--- src/rtl/nec_ir_frame_decoder_assert.svh ---
// Assertion macros for the infrared frame decoder RTL.
`ifndef NEC_IR_FRAME_DECODER_ASSERT_SVH
`define NEC_IR_FRAME_DECODER_ASSERT_SVH

// Immediate-cycle property, checked on every rising clock edge outside reset.
`define NEC_IR_ASSERT(label, prop, msg) \
  label: assert property (@(posedge clk) disable iff (rst) (prop)) else $error(msg);

// Implication into the next cycle, checked outside reset.
`define NEC_IR_ASSERT_NEXT(label, cond, prop, msg) \
  label: assert property (@(posedge clk) disable iff (rst) (cond) |=> (prop)) else $error(msg);

`endif

--- src/rtl/nec_ir_pkg.sv ---
// Types and constants for the infrared frame decoder.
package nec_ir_pkg;

  localparam int unsigned TickW      = 15;
  localparam int unsigned CountW     = 6;
  localparam int unsigned DataW      = 32;
  localparam int unsigned CfgIndexW  = 3;

  localparam logic [CountW-1:0] FrameSymbols = 6'd33;
  localparam int unsigned CmdLsb = 16;
  localparam int unsigned InvLsb = 24;
  localparam logic [7:0] ByteMask = 8'hFF;

  localparam logic [TickW-1:0] LeaderPulseMinReset = 15'd8000;
  localparam logic [TickW-1:0] LeaderPulseMaxReset = 15'd10000;
  localparam logic [TickW-1:0] LeaderSpaceMinReset = 15'd4000;
  localparam logic [TickW-1:0] LeaderSpaceMaxReset = 15'd5000;
  localparam logic [TickW-1:0] OneSpaceThreshReset = 15'd1000;

  typedef enum logic [CfgIndexW-1:0] {
    CFG_LEADER_PULSE_MIN = 3'd0,
    CFG_LEADER_PULSE_MAX = 3'd1,
    CFG_LEADER_SPACE_MIN = 3'd2,
    CFG_LEADER_SPACE_MAX = 3'd3,
    CFG_ONE_SPACE_THRESH = 3'd4
  } cfg_reg_t;

  typedef enum logic [2:0] {
    ST_OK       = 3'd0,
    ST_SHORT    = 3'd1,
    ST_LEADER   = 3'd2,
    ST_ZERO     = 3'd3,
    ST_MISMATCH = 3'd4
  } status_t;

  typedef struct packed {
    logic [TickW-1:0] leader_pulse_min;
    logic [TickW-1:0] leader_pulse_max;
    logic [TickW-1:0] leader_space_min;
    logic [TickW-1:0] leader_space_max;
    logic [TickW-1:0] one_space_threshold;
  } cfg_t;

endpackage

--- src/rtl/nec_ir_cfg.sv ---
// Configuration register file for the infrared frame decoder.
module nec_ir_cfg (
  input  logic                              clk,
  input  logic                              rst,
  input  logic                              wr_en,
  input  logic [nec_ir_pkg::CfgIndexW-1:0]  wr_index,
  input  logic [nec_ir_pkg::TickW-1:0]      wr_data,
  output nec_ir_pkg::cfg_t                  cfg
);

  always_ff @(posedge clk) begin
    if (rst) begin
      cfg.leader_pulse_min    <= nec_ir_pkg::LeaderPulseMinReset;
      cfg.leader_pulse_max    <= nec_ir_pkg::LeaderPulseMaxReset;
      cfg.leader_space_min    <= nec_ir_pkg::LeaderSpaceMinReset;
      cfg.leader_space_max    <= nec_ir_pkg::LeaderSpaceMaxReset;
      cfg.one_space_threshold <= nec_ir_pkg::OneSpaceThreshReset;
    end else if (wr_en) begin
      unique case (wr_index)
        nec_ir_pkg::CFG_LEADER_PULSE_MIN: cfg.leader_pulse_min    <= wr_data;
        nec_ir_pkg::CFG_LEADER_PULSE_MAX: cfg.leader_pulse_max    <= wr_data;
        nec_ir_pkg::CFG_LEADER_SPACE_MIN: cfg.leader_space_min    <= wr_data;
        nec_ir_pkg::CFG_LEADER_SPACE_MAX: cfg.leader_space_max    <= wr_data;
        nec_ir_pkg::CFG_ONE_SPACE_THRESH: cfg.one_space_threshold <= wr_data;
        default: ;
      endcase
    end
  end

endmodule

--- src/rtl/nec_ir_frame_decoder.sv ---
// Infrared frame decoder: one mark/space symbol per cycle unless stalled, one result
// per frame. Symbols are taken one per clock cycle while s_axis_tready is high: each
// symbol updates the frame state (symbol count, leader check, data bits) in the same
// cycle it is accepted, and the symbol flagged tlast loads the result register, which
// shows the result in the next cycle. s_axis_tready drops only while a finished result
// sits in the result register and m_axis_tready is low; a result taken in the
// same cycle frees the register for the next frame end. The first symbol is the
// leader, symbols 1 to 32 carry data bits LSB first, later symbols are ignored.
// Configuration writes are always ready and apply from the next symbol on.
`include "nec_ir_frame_decoder_assert.svh"

module nec_ir_frame_decoder (
  input  logic        clk,
  input  logic        rst,
  // slave side
  input  logic        s_axis_tvalid,
  output logic        s_axis_tready,
  input  logic [31:0] s_axis_tdata,   // [14:0] pulse_ticks, [29:15] space_ticks, zero fill
  input  logic        s_axis_tlast,   // frame_end
  // master side
  output logic        m_axis_tvalid,
  input  logic        m_axis_tready,
  output logic [15:0] m_axis_tdata,   // [2:0] status, [10:3] command, zero fill
  // configuration
  input  logic                             cfg_valid,
  output logic                             cfg_ready,
  input  logic [nec_ir_pkg::CfgIndexW-1:0] cfg_index,
  input  logic [nec_ir_pkg::TickW-1:0]     cfg_data
);

  nec_ir_pkg::cfg_t cfg;

  logic [nec_ir_pkg::TickW-1:0]  pulse_ticks;
  logic [nec_ir_pkg::TickW-1:0]  space_ticks;
  logic                          in_acc;

  logic [nec_ir_pkg::CountW-1:0] symbol_count;
  logic [nec_ir_pkg::CountW-1:0] symbol_count_next;
  logic                          leader_good;
  logic                          leader_good_next;
  logic [nec_ir_pkg::DataW-1:0]  data_shift;
  logic [nec_ir_pkg::DataW-1:0]  data_shift_next;
  logic [nec_ir_pkg::CountW-1:0] bit_pos;

  logic [7:0]                    cmd_byte;
  logic [7:0]                    inv_byte;
  nec_ir_pkg::status_t           status_next;
  logic [7:0]                    command_next;

  assign cfg_ready = 1'b1;

  nec_ir_cfg u_cfg (
    .clk      (clk),
    .rst      (rst),
    .wr_en    (cfg_valid && cfg_ready),
    .wr_index (cfg_index),
    .wr_data  (cfg_data),
    .cfg      (cfg)
  );

  assign pulse_ticks   = s_axis_tdata[14:0];
  assign space_ticks   = s_axis_tdata[29:15];
  assign s_axis_tready = !m_axis_tvalid || m_axis_tready;
  assign in_acc        = s_axis_tvalid && s_axis_tready;
  assign bit_pos       = symbol_count - 6'd1;

  always_comb begin
    leader_good_next  = leader_good;
    data_shift_next   = data_shift;
    symbol_count_next = symbol_count;
    if (symbol_count == '0) begin
      leader_good_next = (pulse_ticks >= cfg.leader_pulse_min) &&
                         (pulse_ticks <= cfg.leader_pulse_max) &&
                         (space_ticks >= cfg.leader_space_min) &&
                         (space_ticks <= cfg.leader_space_max);
    end else if (symbol_count < nec_ir_pkg::FrameSymbols) begin
      if (space_ticks > cfg.one_space_threshold) begin
        data_shift_next[bit_pos[4:0]] = 1'b1;
      end
    end
    if (symbol_count < nec_ir_pkg::FrameSymbols) begin
      symbol_count_next = symbol_count + 6'd1;
    end
  end

  assign cmd_byte = data_shift_next[nec_ir_pkg::CmdLsb +: 8];
  assign inv_byte = data_shift_next[nec_ir_pkg::InvLsb +: 8];

  always_comb begin
    priority if (symbol_count_next < nec_ir_pkg::FrameSymbols) begin
      status_next = nec_ir_pkg::ST_SHORT;
    end else if (!leader_good_next) begin
      status_next = nec_ir_pkg::ST_LEADER;
    end else if (data_shift_next == '0) begin
      status_next = nec_ir_pkg::ST_ZERO;
    end else if ((cmd_byte ^ inv_byte) != nec_ir_pkg::ByteMask) begin
      status_next = nec_ir_pkg::ST_MISMATCH;
    end else begin
      status_next = nec_ir_pkg::ST_OK;
    end
    command_next = (status_next == nec_ir_pkg::ST_OK) ? cmd_byte : 8'd0;
  end

  // frame state
  always_ff @(posedge clk) begin
    if (rst) begin
      symbol_count <= '0;
      leader_good  <= 1'b0;
      data_shift   <= '0;
    end else if (in_acc) begin
      if (s_axis_tlast) begin
        symbol_count <= '0;
        leader_good  <= 1'b0;
        data_shift   <= '0;
      end else begin
        symbol_count <= symbol_count_next;
        leader_good  <= leader_good_next;
        data_shift   <= data_shift_next;
      end
    end
  end

  // result register
  always_ff @(posedge clk) begin
    if (rst) begin
      m_axis_tvalid <= 1'b0;
    end else if (in_acc && s_axis_tlast) begin
      m_axis_tvalid <= 1'b1;
    end else if (m_axis_tready) begin
      m_axis_tvalid <= 1'b0;
    end
  end

  always_ff @(posedge clk) begin
    if (in_acc && s_axis_tlast) begin
      m_axis_tdata <= {5'd0, command_next, status_next};
    end
  end

  `NEC_IR_ASSERT(a_count_saturates, symbol_count <= nec_ir_pkg::FrameSymbols,
    "symbol count ran past the frame length")
  `NEC_IR_ASSERT_NEXT(a_end_gives_result, in_acc && s_axis_tlast, m_axis_tvalid,
    "frame end produced no result")
  `NEC_IR_ASSERT_NEXT(a_end_clears_frame, in_acc && s_axis_tlast,
    symbol_count == '0 && !leader_good && data_shift == '0,
    "frame state not cleared after frame end")
  `NEC_IR_ASSERT(a_cmd_zero_unless_ok,
    !m_axis_tvalid || m_axis_tdata[2:0] == nec_ir_pkg::ST_OK || m_axis_tdata[10:3] == 8'd0,
    "command nonzero on a failed frame")

endmodule

--- config.mk ---
export PLATFORM = sky130hd
export DESIGN_NAME = nec_ir_frame_decoder
export DESIGN_NICKNAME = d
export VERILOG_FILES = /design/src/rtl/nec_ir_pkg.sv /design/src/rtl/nec_ir_cfg.sv /design/src/rtl/nec_ir_frame_decoder.sv
export VERILOG_INCLUDE_DIRS = /design/src /design/src/rtl
export SDC_FILE = /design/constraint.sdc
export NUM_CORES = 1
export LEC_CHECK = 0
export BUFFER_PORTS_ARGS = -buffer_cell sky130_fd_sc_hd__buf_2
export CORE_UTILIZATION = 40
export DETAILED_ROUTE_END_ITERATION = 10
export PLACE_DENSITY = 0.58
export SYNTH_ARGS = -nofsm -noshare
export SYNTH_HDL_FRONTEND = slang
export SYNTH_SLANG_ARGS = --single-unit
--- constraint.sdc ---
create_clock -name clk -period 4.2 [get_ports clk]
set_input_delay 0.84 -clock clk [delete_from_list [all_inputs] [get_ports clk]]
set_output_delay 0.84 -clock clk [all_outputs]
set_load 0.05 [all_outputs]
Word level (Yosys, flattened, before mapping)
Cells that the tools add are included.
{"block": "classes", "add_sub_neg": 2, "magnitude_cmp": 9, "n_eq_ne": 5, "mux": 16, "bitwise": 2, "n_reduce_logical": 18}
{"cell": "32-bit 2-to-1 mux", "n": 4}
{"cell": "32-bit zero test", "n": 1}
{"cell": "32-bit OR", "n": 1}
{"cell": "15-bit >= comparator", "n": 2}
{"cell": "15-bit less-or-equal comparator", "n": 2}
{"cell": "15-bit greater-than comparator", "n": 1}
{"cell": "6-bit < comparator (second input constant)", "n": 2}
{"cell": "3-bit 2-to-1 mux", "n": 4}
{"cell": "6-bit 2-to-1 mux", "n": 2}
{"cell": "2-bit AND reduction", "n": 5}
{"cell": "8-bit != test (second input constant)", "n": 1}
{"cell": "8-bit bitwise XOR", "n": 1}
{"cell": "6-bit by 1-bit adder with 6-bit output (second input constant)", "n": 1}
{"cell": "3-bit by 2-bit == test with 1-bit output (second input constant)", "n": 2}
{"cell": "1-bit logical AND", "n": 6}
{"cell": "3-bit zero test", "n": 2}
{"cell": "6-bit zero test", "n": 1}
{"cell": "5-bit by 6-bit < comparator with 1-bit output (second input constant)", "n": 1}
{"cell": "1-bit demux with 5-bit select", "n": 1}
{"cell": "5-bit by 1-bit >= comparator with 1-bit output (second input constant)", "n": 1}
{"cell": "1-bit 2-to-1 mux", "n": 5}
{"cell": "5-bit by 1-bit subtractor with 5-bit output (second input constant)", "n": 1}
{"cell": "3-bit by 1-bit == test with 1-bit output (second input constant)", "n": 1}
{"cell": "3-bit == test (second input constant)", "n": 1}
{"cell": "3 further kinds", "n": 3}
{"block": "totals", "regBits": 126, "in_bits": 56, "out_inout_bits": 19, "elab_cells": 63}

Logic depth before layout (Yosys ltp)
Gate-level depths: netlist of the first run.
{"block": "depth", "word_depth": 16, "ltp_mapped": 13, "depth_no_buf": 11}

Cells and area by module
A second synthesis of the first run with hierarchy kept.
{"block": "unflattened", "hier_cells": 864, "area_unflattened_um2": 7696.1}
{"module": "nec_ir_frame_decoder", "instances": 1, "cells_per_inst": 586, "area_each_um2": 4730.8, "seq_area_each_um2": 1131.1}
{"module": "nec_ir_cfg", "instances": 1, "cells_per_inst": 278, "area_each_um2": 2965.3, "seq_area_each_um2": 1501.4}

Worst setup path after synthesis of the first run
No wires, ideal clock.
{"block": "synth_timing", "path_type": "input port to flip-flop", "from": "input port s_axis_tdata[28]", "to": "register m_axis_tdata[2], data pin", "setup_time_ns": 0.255, "t_arrival_ns": 3.093, "t_required_ns": 3.945, "setup_slack_ns": 0.852, "cell_stages": 10, "path_buffers": 1, "cell_sequence": "ha_1 -> nand4_1 -> or4_4 -> and3_1 -> buf_6 -> a31oi_1 -> xnor2_1 -> nor4_4 -> nand3_1 -> and3b_1"}
{"block": "synth_via", "elab_chain_cells": 10, "elab_cells_between_ends": 16, "cone_classes": "order compare: 3; eq/ne: 1; mux: 8; bitwise: 1; reduce/logical: 3"}
{"item": "start, declared", "line_no": "nec_ir_frame_decoder.sv:18", "text": "input logic [31:0] s_axis_tdata,"}
{"item": "15-bit greater-than comparator", "line_no": "nec_ir_frame_decoder.sv:77", "text": "if (space_ticks > cfg.one_space_threshold) begin"}
{"item": "32-bit 2-to-1 mux", "line_no": "nec_ir_frame_decoder.sv:77"}
{"item": "32-bit 2-to-1 mux", "line_no": "nec_ir_frame_decoder.sv:76", "text": "end else if (symbol_count < nec_ir_pkg::FrameSymbols) begin"}
{"item": "32-bit 2-to-1 mux", "line_no": "nec_ir_frame_decoder.sv:71", "text": "if (symbol_count == '0) begin"}
{"item": "8-bit bitwise XOR", "line_no": "nec_ir_frame_decoder.sv:96", "text": "end else if ((cmd_byte ^ inv_byte) != nec_ir_pkg::ByteMask) begin"}
{"item": "8-bit != test", "line_no": "nec_ir_frame_decoder.sv:96"}
{"item": "3-bit 2-to-1 mux", "line_no": "nec_ir_frame_decoder.sv:96"}
{"item": "3-bit 2-to-1 mux", "line_no": "nec_ir_frame_decoder.sv:94", "text": "end else if (data_shift_next == '0) begin"}
{"item": "3-bit 2-to-1 mux *", "line_no": "nec_ir_frame_decoder.sv:92", "text": "end else if (!leader_good_next) begin"}
{"item": "3-bit 2-to-1 mux *", "line_no": "nec_ir_frame_decoder.sv:90", "text": "priority if (symbol_count_next < nec_ir_pkg::FrameSymbols) begin"}
{"item": "via status_next[2]", "line_no": "nec_ir_frame_decoder.sv:47", "text": "nec_ir_pkg::status_t status_next;"}
{"item": "end signal, assigned", "line_no": "nec_ir_frame_decoder.sv:136", "text": "m_axis_tdata <= {5'd0, command_next, status_next};"}
{"item": "end, declared", "line_no": "nec_ir_frame_decoder.sv:23", "text": "output logic [15:0] m_axis_tdata,"}
Mark *: on every way through the listed nets, which the timed path passes. The rest lies on a longest branch.
A chain may end at the register's enable or synchronous reset.

Final worst setup path of the first run
{"block": "layout_timing", "from": "input port s_axis_tdata[17]", "to": "register m_axis_tdata[2], data pin"}
The elaborated chain is that of the path after synthesis.

==> impl_results.md, run 1 <==
- R2R Setup Slk: 850 ps
- TritonCTS clock tree: done
- Asr flop ratio synth: 0%
- FP Rows: 48
- Layout cells sized above 1: 12.9%
- # IOs: 75
- Overall Global Routing Usage: 21.1%
- CP max FO: 20
- Power Density: 387 mW/mm²
- Maximum vdd ir drop: 0.299 mV
- Commonest non-fill, non-tap cell in the layout: nand2_1
- Unrepaired setup endpoints after global routing: no
- Layout Cells excl Fill: 1203
- Clock Latency Late Sink: 420 ps
- RR Endpoint: m_axis_tdata[10]
- Hold Vio Cnt, Final: 0
- Die width: 137 µm
- Crit end category: flip-flop
- Number of synthesized register bits: 126
- Final instance area: 0.00841 mm²
- Crit start category: primary input
- Post-Syn Instances: 919
- Clk sinks: 126
- 1st-pass router iterations: 4
- Die Area: 0.0187 mm²
- Final #Nets: 1100
- Dpl cells: 1170
- Max_slew headroom: 39.8%
- Clock Path Buffers: 2
- Distinct cells, synth: 65
- Die height: 137 µm
- Area after DPL: 0.00774 mm²
- Worst Slack Setup Final: 714 ps
- CTS Buf Count: 17
- Routed WL: 18400 µm
- Cts repair resizes: 0
- Worst Skew: 11.6 ps
- Final HPWL DP: 13200 µm
- Worst Hold Depth: 2
- H-tree depth: 4
- Worst EP required: 4380 ps
- Sequential share of the synthesized area: 36.2%
- Initial antenna violation count: 1
- Via count: 6212
- EDFF count, synth: 11
- Worst-margin pin slew: 903 ps
- Clk pin slew, worst setup/hold paths: 60 ps
- Hold Crit Start: u_cfg.cfg[46]
- Synth Warn #: 0
- Max-Cap Viols: 0
- DR DRC count: 0
- Most frequent cells in the layout: 150 x nand2_1, 115 x dfxtp_1, 106 x a21oi_1
- Hold EP: u_cfg.cfg[46]
- Max Slew Vio Count: 0
- First-pass GRT wire length: 30300 µm
- Vias in the first global route: 5983
- Dominant synthesized flop cell: dfxtp_1
- Max Fclk: 287 MHz
- Synthesized area per cell: 7.91 µm²
- Pre-CTS WS: 377 ps
- Vias per cell: 5.16
- Buffers on Ports: 66
- Period utilization: 83.0%
- Routed len/inst: 15.3 µm
- Post-CTS Hold Buffers: 0
- Initial Utilization: 41.4%
- Iter 0 DRT Violations: 370
- # fillers: 1781
- DRT antenna net count: 0
- # setup viols final: 0
- CTS root buf: clkbuf_16
- R2r worst-path depth: 11
- Min-delay worst type: flip-flop to flip-flop
- Setup TNS: 0 ps
- Leak: 3.66 nW
- Worst Setup Path Type: primary input to flip-flop
- FF-to-FF Start: symbol_count[0]
- Outcome: finished, final reports clean
- Final GP Congestion: 0.866
- Pin count of the biggest net entering global routing: 83
- Core area: 0.0175 mm²
- Post-route minimum period: 3490 ps
- Fin Hold WS: 454 ps
- Synth Cell Area: 0.00727 mm²
- Postcts setup bufs: 0
- Grt total ovfl: 0
- Area growth from synthesis to layout: 15.6%
- Critical path arrival: 3660 ps
==> synthesized netlist by cell type (all sizes together), types with 3 or more instances <==
cell,instances,area (µm²)
a211o,13,114
a21o,16,120
a21oi,106,531
a31oi,20,131
a32oi,4,35.0
and2,10,65.1
and3,8,55.1
buf,13,96.3
clkbuf,43,165
dfxtp,115,2300
edfxtp,11,330
ha,80,1000
inv,82,308
nand2,150,563
nand2b,6,37.5
nand3,12,60.1
nand3b,20,150
nand4,17,121
nor2,81,307
nor2b,6,37.5
nor3,17,90.1
nor4,9,71.3
o21a,4,30.0
o21ai,19,95.1
o21bai,4,30.0
o22ai,8,50.1
or2,4,25.0
or4,3,26.3
xnor2,8,70.1
==> through the flow <==
stage / power, mW / util, %
2_1_floorplan: 1.51 / -
3_3_place_gp: 1.62 / 44.1
3_5_place_dp: 1.62 / 44.1
4_1_cts: 3.28 / 47.9
5_1_grt: 3.38 / 47.9
6_report: 3.25 / 47.9
==> sequential cells by signal, summed over array words and instances, names as in the netlist <==
signal         flops
data_shift        32
leader_good        1
m_axis_tdata      11
m_axis_tvalid      1
symbol_count       6
u_cfg.cfg         75
==> worst max path at each step <==
stage                          start              end  slack [ps]  depth (start not counted)
detailed placement  s_axis_tdata[28]  m_axis_tdata[2]         380                         11
finish              s_axis_tdata[17]  m_axis_tdata[2]         710                         14
CTS                 s_axis_tdata[17]  m_axis_tdata[2]         770                         14
global placement    s_axis_tdata[28]  m_axis_tdata[2]         440                         11
floorplan           s_axis_tdata[28]  m_axis_tdata[2]         850                         10
global route         symbol_count[0]  m_axis_tdata[5]         500                         11
==> cell type report <==
cell class / instances / area, µm² / area share (%)
Tap cell: 225 / 282 / 3.35
Clock inverter: 13 / 208 / 2.47
Sequential cell: 126 / 2630 / 31.3
Antenna cell: 1 / 2.50 / 0.0298
Inverter: 82 / 308 / 3.66
Clock buffer: 19 / 454 / 5.40
Timing Repair Buffer: 78 / 433 / 5.15
Multi-Input combinational cell: 659 / 4090 / 48.6
==> worst max-delay path: stages <==
cell	delay, ps
buf_2	130
ha_1	320
a21oi_1	140
a21oi_1	80
a2111oi_0	550
buf_4	220
o31ai_2	70
buf_12	170
a31oi_1	270
buf_4	180
o2111ai_1	100
nor3_1	300
a21oi_1	90
and3b_1	190
==> kinds of logic after synthesis <==
| logic type | synth area share, % |
|---|---|
| adders and majority gates | 13.8 |
| xor gates and xnor gates | 1.08 |
| DFF | 36.2 |
| and+or+nand+nor | 23.3 |
| buffers and inverters | 7.83 |
| AOI/OAI and AO/OA | 17.6 |
| other | 0.103 |
| muxes | 0.138 |
==> power breakdown <==
group | internal [mW] | switching, mW | total (mW) | leakage [nW]
Sequential | 1.24 | 0.0118 | 1.25 | 1.03
Combinational | 0.124 | 0.224 | 0.347 | 2.32
Clock | 1.09 | 0.568 | 1.66 | 0.316
==> per-layer routing <==
layer  wire length, µm  up-vias  global-route usage (%)
met4               270        0                    7.63
met3               734       17                    4.15
met1              8390     2831                    25.4
met2              8980      116                    37.1
met5                 0        -                       0
li1                  -     3248                       -
No activity file was read; power rests on OpenSTA's default activity.
==> run 2: changes to the inputs <==
--- a/config.mk
+++ b/config.mk
@@ -6,6 +6,7 @@
 export SDC_FILE = /design/constraint.sdc
 export NUM_CORES = 1
 export LEC_CHECK = 0
+export ABC_AREA = 1
 export BUFFER_PORTS_ARGS = -buffer_cell sky130_fd_sc_hd__buf_2
 export CORE_UTILIZATION = 40
 export DETAILED_ROUTE_END_ITERATION = 10
==> constraint.sdc (replaced) <==
create_clock -name clk -period 3.5 [get_ports clk]
set_input_delay 0.7 -clock clk [delete_from_list [all_inputs] [get_ports clk]]
set_output_delay 0.7 -clock clk [all_outputs]
set_load 0.05 [all_outputs]
==> run 2 against run 1 <==
  * Count of clock-buffer cells in the layout down 2
  * Largest power group unchanged
  * Register-to-register slack worse by 200 ps
  * Sequential power up 20%
  * Synthesized cell count grew 10%
  * Worst setup slack lost 68 ps
  * Die area up 1.8%
  * Utilization is 0.66 points lower
  * Highest routed layer unchanged
  * First-iteration DRC count is 12% higher
  * Cell area is 1.4% higher
  * Worst hold slack got worse by 9.0 ps
==> impl_results.md, run 2 <==
- Outcome: finished, final reports clean
- Crit end category: flip-flop
- Largest registers: u_cfg.cfg: 75 flops, data_shift: 32 flops, m_axis_tdata: 11 flops
- Worst Skew: 11.1 ps (-0.514 ps)
- Final Util: 47.3% (-0.66 points)
- # IOs: 75 (unchanged)
- Synth Warn #: 0 (unchanged)
- Post-route minimum period: 2850 ps
- Combinational share of power: 12.4% (+1.7 points)
- Worst Setup Path Type: primary input to flip-flop
- Sw frac: 27.2% (+2.5 points)
- Max_slew headroom: 66.1% (+26 points)
- Final GP Congestion: 0.821 (-5.2%)
- Sequential share of the synthesized area: 35.6% (-0.67 points)
- Simple-gate portion of the synthesized area: 22.2% (-1.1 points)
- CTS root buf: clkbuf_16
- Max reg flops: 75 (unchanged)
- Post-CTS Hold Buffers: 0 (unchanged)
- Power Density: 432 mW/mm² (+12%)
- Register area: 0.00263 mm² (unchanged)
- Max-Cap Viols: 0 (unchanged)
- Multi-input gate area: 0.00398 mm² (-2.5%)
- Setup TNS: 0 ps (unchanged)
- Switch Pwr: 1.00 mW (+25%)
- Critical path's slowest cell: buf_4
- Max Fclk: 350 MHz
- Cts repair resizes: 0 (unchanged)
- Top cells by area, synth: dfxtp_1 31%, ha_1 14%, inv_1 8.1%
- FP Rows: 49 (+2.1%)
- Adder-cell area share of the yosys netlist: 13.5% (-0.25 points)
- # setup viols final: 0 (unchanged)
- Worst EP required: 3780 ps (-600 ps)
- Max Slew Vio Count: 0 (unchanged)
- Seq pwr share: 40.8% (+2.4 points)
- Area growth from synthesis to layout: 15.1%
- Buffers on Ports: 66 (unchanged)
- Synthesized area per cell: 7.32 µm² (-7.4%)
- Worst Slack Setup Final: 645 ps (-68.3 ps)
- Most frequent CP cell: nor2_1
- Number of synthesized register bits: 126 (unchanged)
- Leak: 3.89 nW (+6.2%)
- Clk sinks: 126 (unchanged)
- Most area-hungry cell type in the Yosys netlist: dfxtp_1
- Post-Syn Instances: 1011 (+10%)
- Critical path arrival: 3130 ps (-530 ps)
- Final HPWL DP: 13100 µm (-0.88%)
- Layout Cells excl Fill: 1314 (+9.2%)
- Synth top cells by count: 159 x inv_1, 158 x nand2_1, 115 x dfxtp_1, 109 x a21oi_1, 99 x nor2_1
- Die height: 138 µm (+0.92%)
- EDFF count, synth: 11 (unchanged)
- First-pass GRT wire length: 29600 µm (-2.2%)
- Synth Cell Area: 0.00740 mm² (+1.9%)
- CTS Buf Count: 17 (unchanged)
- Layout cells sized above 1: 12.1% (-0.81 points)
- Internal: 2.68 mW (+9.4%)
- Maximum vdd ir drop: 0.353 mV (+18%)
- Count leader, synth: inv_1
- Hold Vio Cnt, Final: 0 (unchanged)
- Pre-CTS WS: 199 ps (-178 ps)
- Min-delay worst type: flip-flop to flip-flop
- Via count: 6550 (+5.4%)
- Compound-Gate Fraction of Synth Area: 16.1% (-1.5 points)
- Unrepaired setup endpoints after global routing: no
- Crit path largest cell delay: 320 ps (-230 ps)
- Final #Nets: 1207 (+9.7%)
- Synth top area share: 31.1% (-0.58 points)
- CP max FO: 30 (+50%)
- Initial antenna violation count: 2 (+1)
- Clock Latency Late Sink: 430 ps (about the same)
- Combinational family with the most area after synthesis: simple AND/OR/NAND/NOR gates
- Period utilization: 81.6%
- Dpl cells: 1281 (+9.5%)
- Worst-margin pin slew: 508 ps (-394 ps)
- Crit start category: primary input
- Postcts setup bufs: 0 (unchanged)
- Most frequent cells in the layout: 158 x inv_1, 158 x nand2_1, 115 x dfxtp_1
- Pin count of the biggest net entering global routing: 71 (-14%)
- Iter 0 DRT Violations: 416 (+12%)
- DRT antenna net count: 0 (unchanged)
- 1st-pass router iterations: 5 (+1)
- DR DRC count: 0 (unchanged)
- Grt total ovfl: 0 (unchanged)
- Routed WL: 17900 µm (-2.3%)
- Vias in the first global route: 5813 (-2.8%)
- Core area: 0.0180 mm² (+2.8%)
- Distinct cells, synth: 44 (-32%)
- Die Area: 0.0191 mm² (+1.8%)
- Dominant synthesized flop cell: dfxtp_1
- Largest reg by FF count: u_cfg.cfg
- Critical-path cell list: buf_2 -> ha_1 -> nand2_1 -> inv_1 -> nand3_1 -> nor2_1 -> nand4_1 -> buf_4 -> nand2_1 -> o21bai_1 -> nor2_1 -> nand2_1 -> nor2_1 -> nand2_1 -> nor2_1 -> nor2_2 -> nand3_4 -> nor2_1
- Vias per cell: 4.98 (-3.5%)
- # fillers: 1869 (+4.9%)
- Clock power frac: 46.9% (-4.0 points)
- TritonCTS clock tree: done
- Clk pin slew, worst setup/hold paths: 60 ps (about the same)
- Overall Global Routing Usage: 19.4% (-1.7 points)
- Asr flop ratio synth: 0% (unchanged)
- Synth Area in XOR/XNOR: 1.64% (+0.55 points)
- H-tree depth: 4 (unchanged)
- Mux contribution to synthesized area: 0% (-0.14 points)
- Routed len/inst: 13.7 µm (-11%)
- Clock Path Buffers: 2 (unchanged)
- Initial Utilization: 41.1% (-0.37 points)
- Die width: 138 µm (+0.92%)
==> run 2: cell count changes after synthesis, moves of 16 or more <==
cell / delta
a21o_1: -16
a31oi_1: -17
o211ai_1: +21
o21ai_0: +51
nor2_1: +19
inv_1: +77
nand3_1: +64
nand3b_1: -20
==> run 2: path summary, 6_finish.rpt <==
kind | startpoint | endpoint | slack [ps] | cells past startpoint
hold / removal | data_shift[10] | data_shift[10] | 450 | 2
setup reg to reg | symbol_count[0] | m_axis_tdata[4] | 650 | 14
hold reg to reg | data_shift[10] | data_shift[10] | 450 | 2
setup / recovery | s_axis_tdata[29] | m_axis_tdata[4] | 650 | 18
==> run 2: cell families (layout without fill, tap and decap cells) <==
family | after synthesis | in the layout
XOR/XNOR | 13 | 13
buffers and inverters | 204 | 273
AND/OR/NAND/NOR | 368 | 368
flip-flops | 126 | 126
adder cells (fa/ha/maj) | 80 | 80
AO/OA/AOI/OAI | 218 | 218
other | 2 | 7
==> run 2: cell type report <==
type | instances | area share [%]
Antenna cell | 1 | 0.0294
Clock buffer | 17 | 4.99
Clock inverter | 15 | 1.72
Inverter | 163 | 7.18
Multi-Input combinational cell | 685 | 46.7
Sequential cell | 126 | 30.9
Tap cell | 229 | 3.36
Timing Repair Buffer | 78 | 5.08
==> run 2: power by group through the flow <==
stage	clock [mW]	combinational (mW)	sequential, mW
2_1_floorplan	0	0.291	1.55
3_5_place_dp	0	0.455	1.53
4_1_cts	1.76	0.457	1.50
6_report	1.73	0.455	1.50
5_1_grt	1.83	0.517	1.50
3_3_place_gp	0	0.449	1.53
==> run 2: critical path, delay by kind of cell <==
family,cells,cell delay [ps]
adders and majority gates,1,310
buffers and inverters,3,490
and+or+nand+nor,13,1340
AOI/OAI and AO/OA,1,300
==> run 2: metrics by stage <==
step           cell area, µm²  hold slack, ps  total power [mW]
3_3_place_gp             7950             435              1.98
4_1_cts                  8520             449              3.72
5_1_grt                  8520             464              3.85
2_1_floorplan            7420             424              1.84
3_5_place_dp             7950             441              1.99
6_report                 8520             445              3.68
==> run 2: per-layer routing <==
metal,vias to the layer above,wire length [µm],track usage (%)
li1,3457,-,-
met4,0,277,7.29
met1,2956,9280,27.7
met2,114,7700,28.8
met3,23,693,3.71
met5,-,0,0
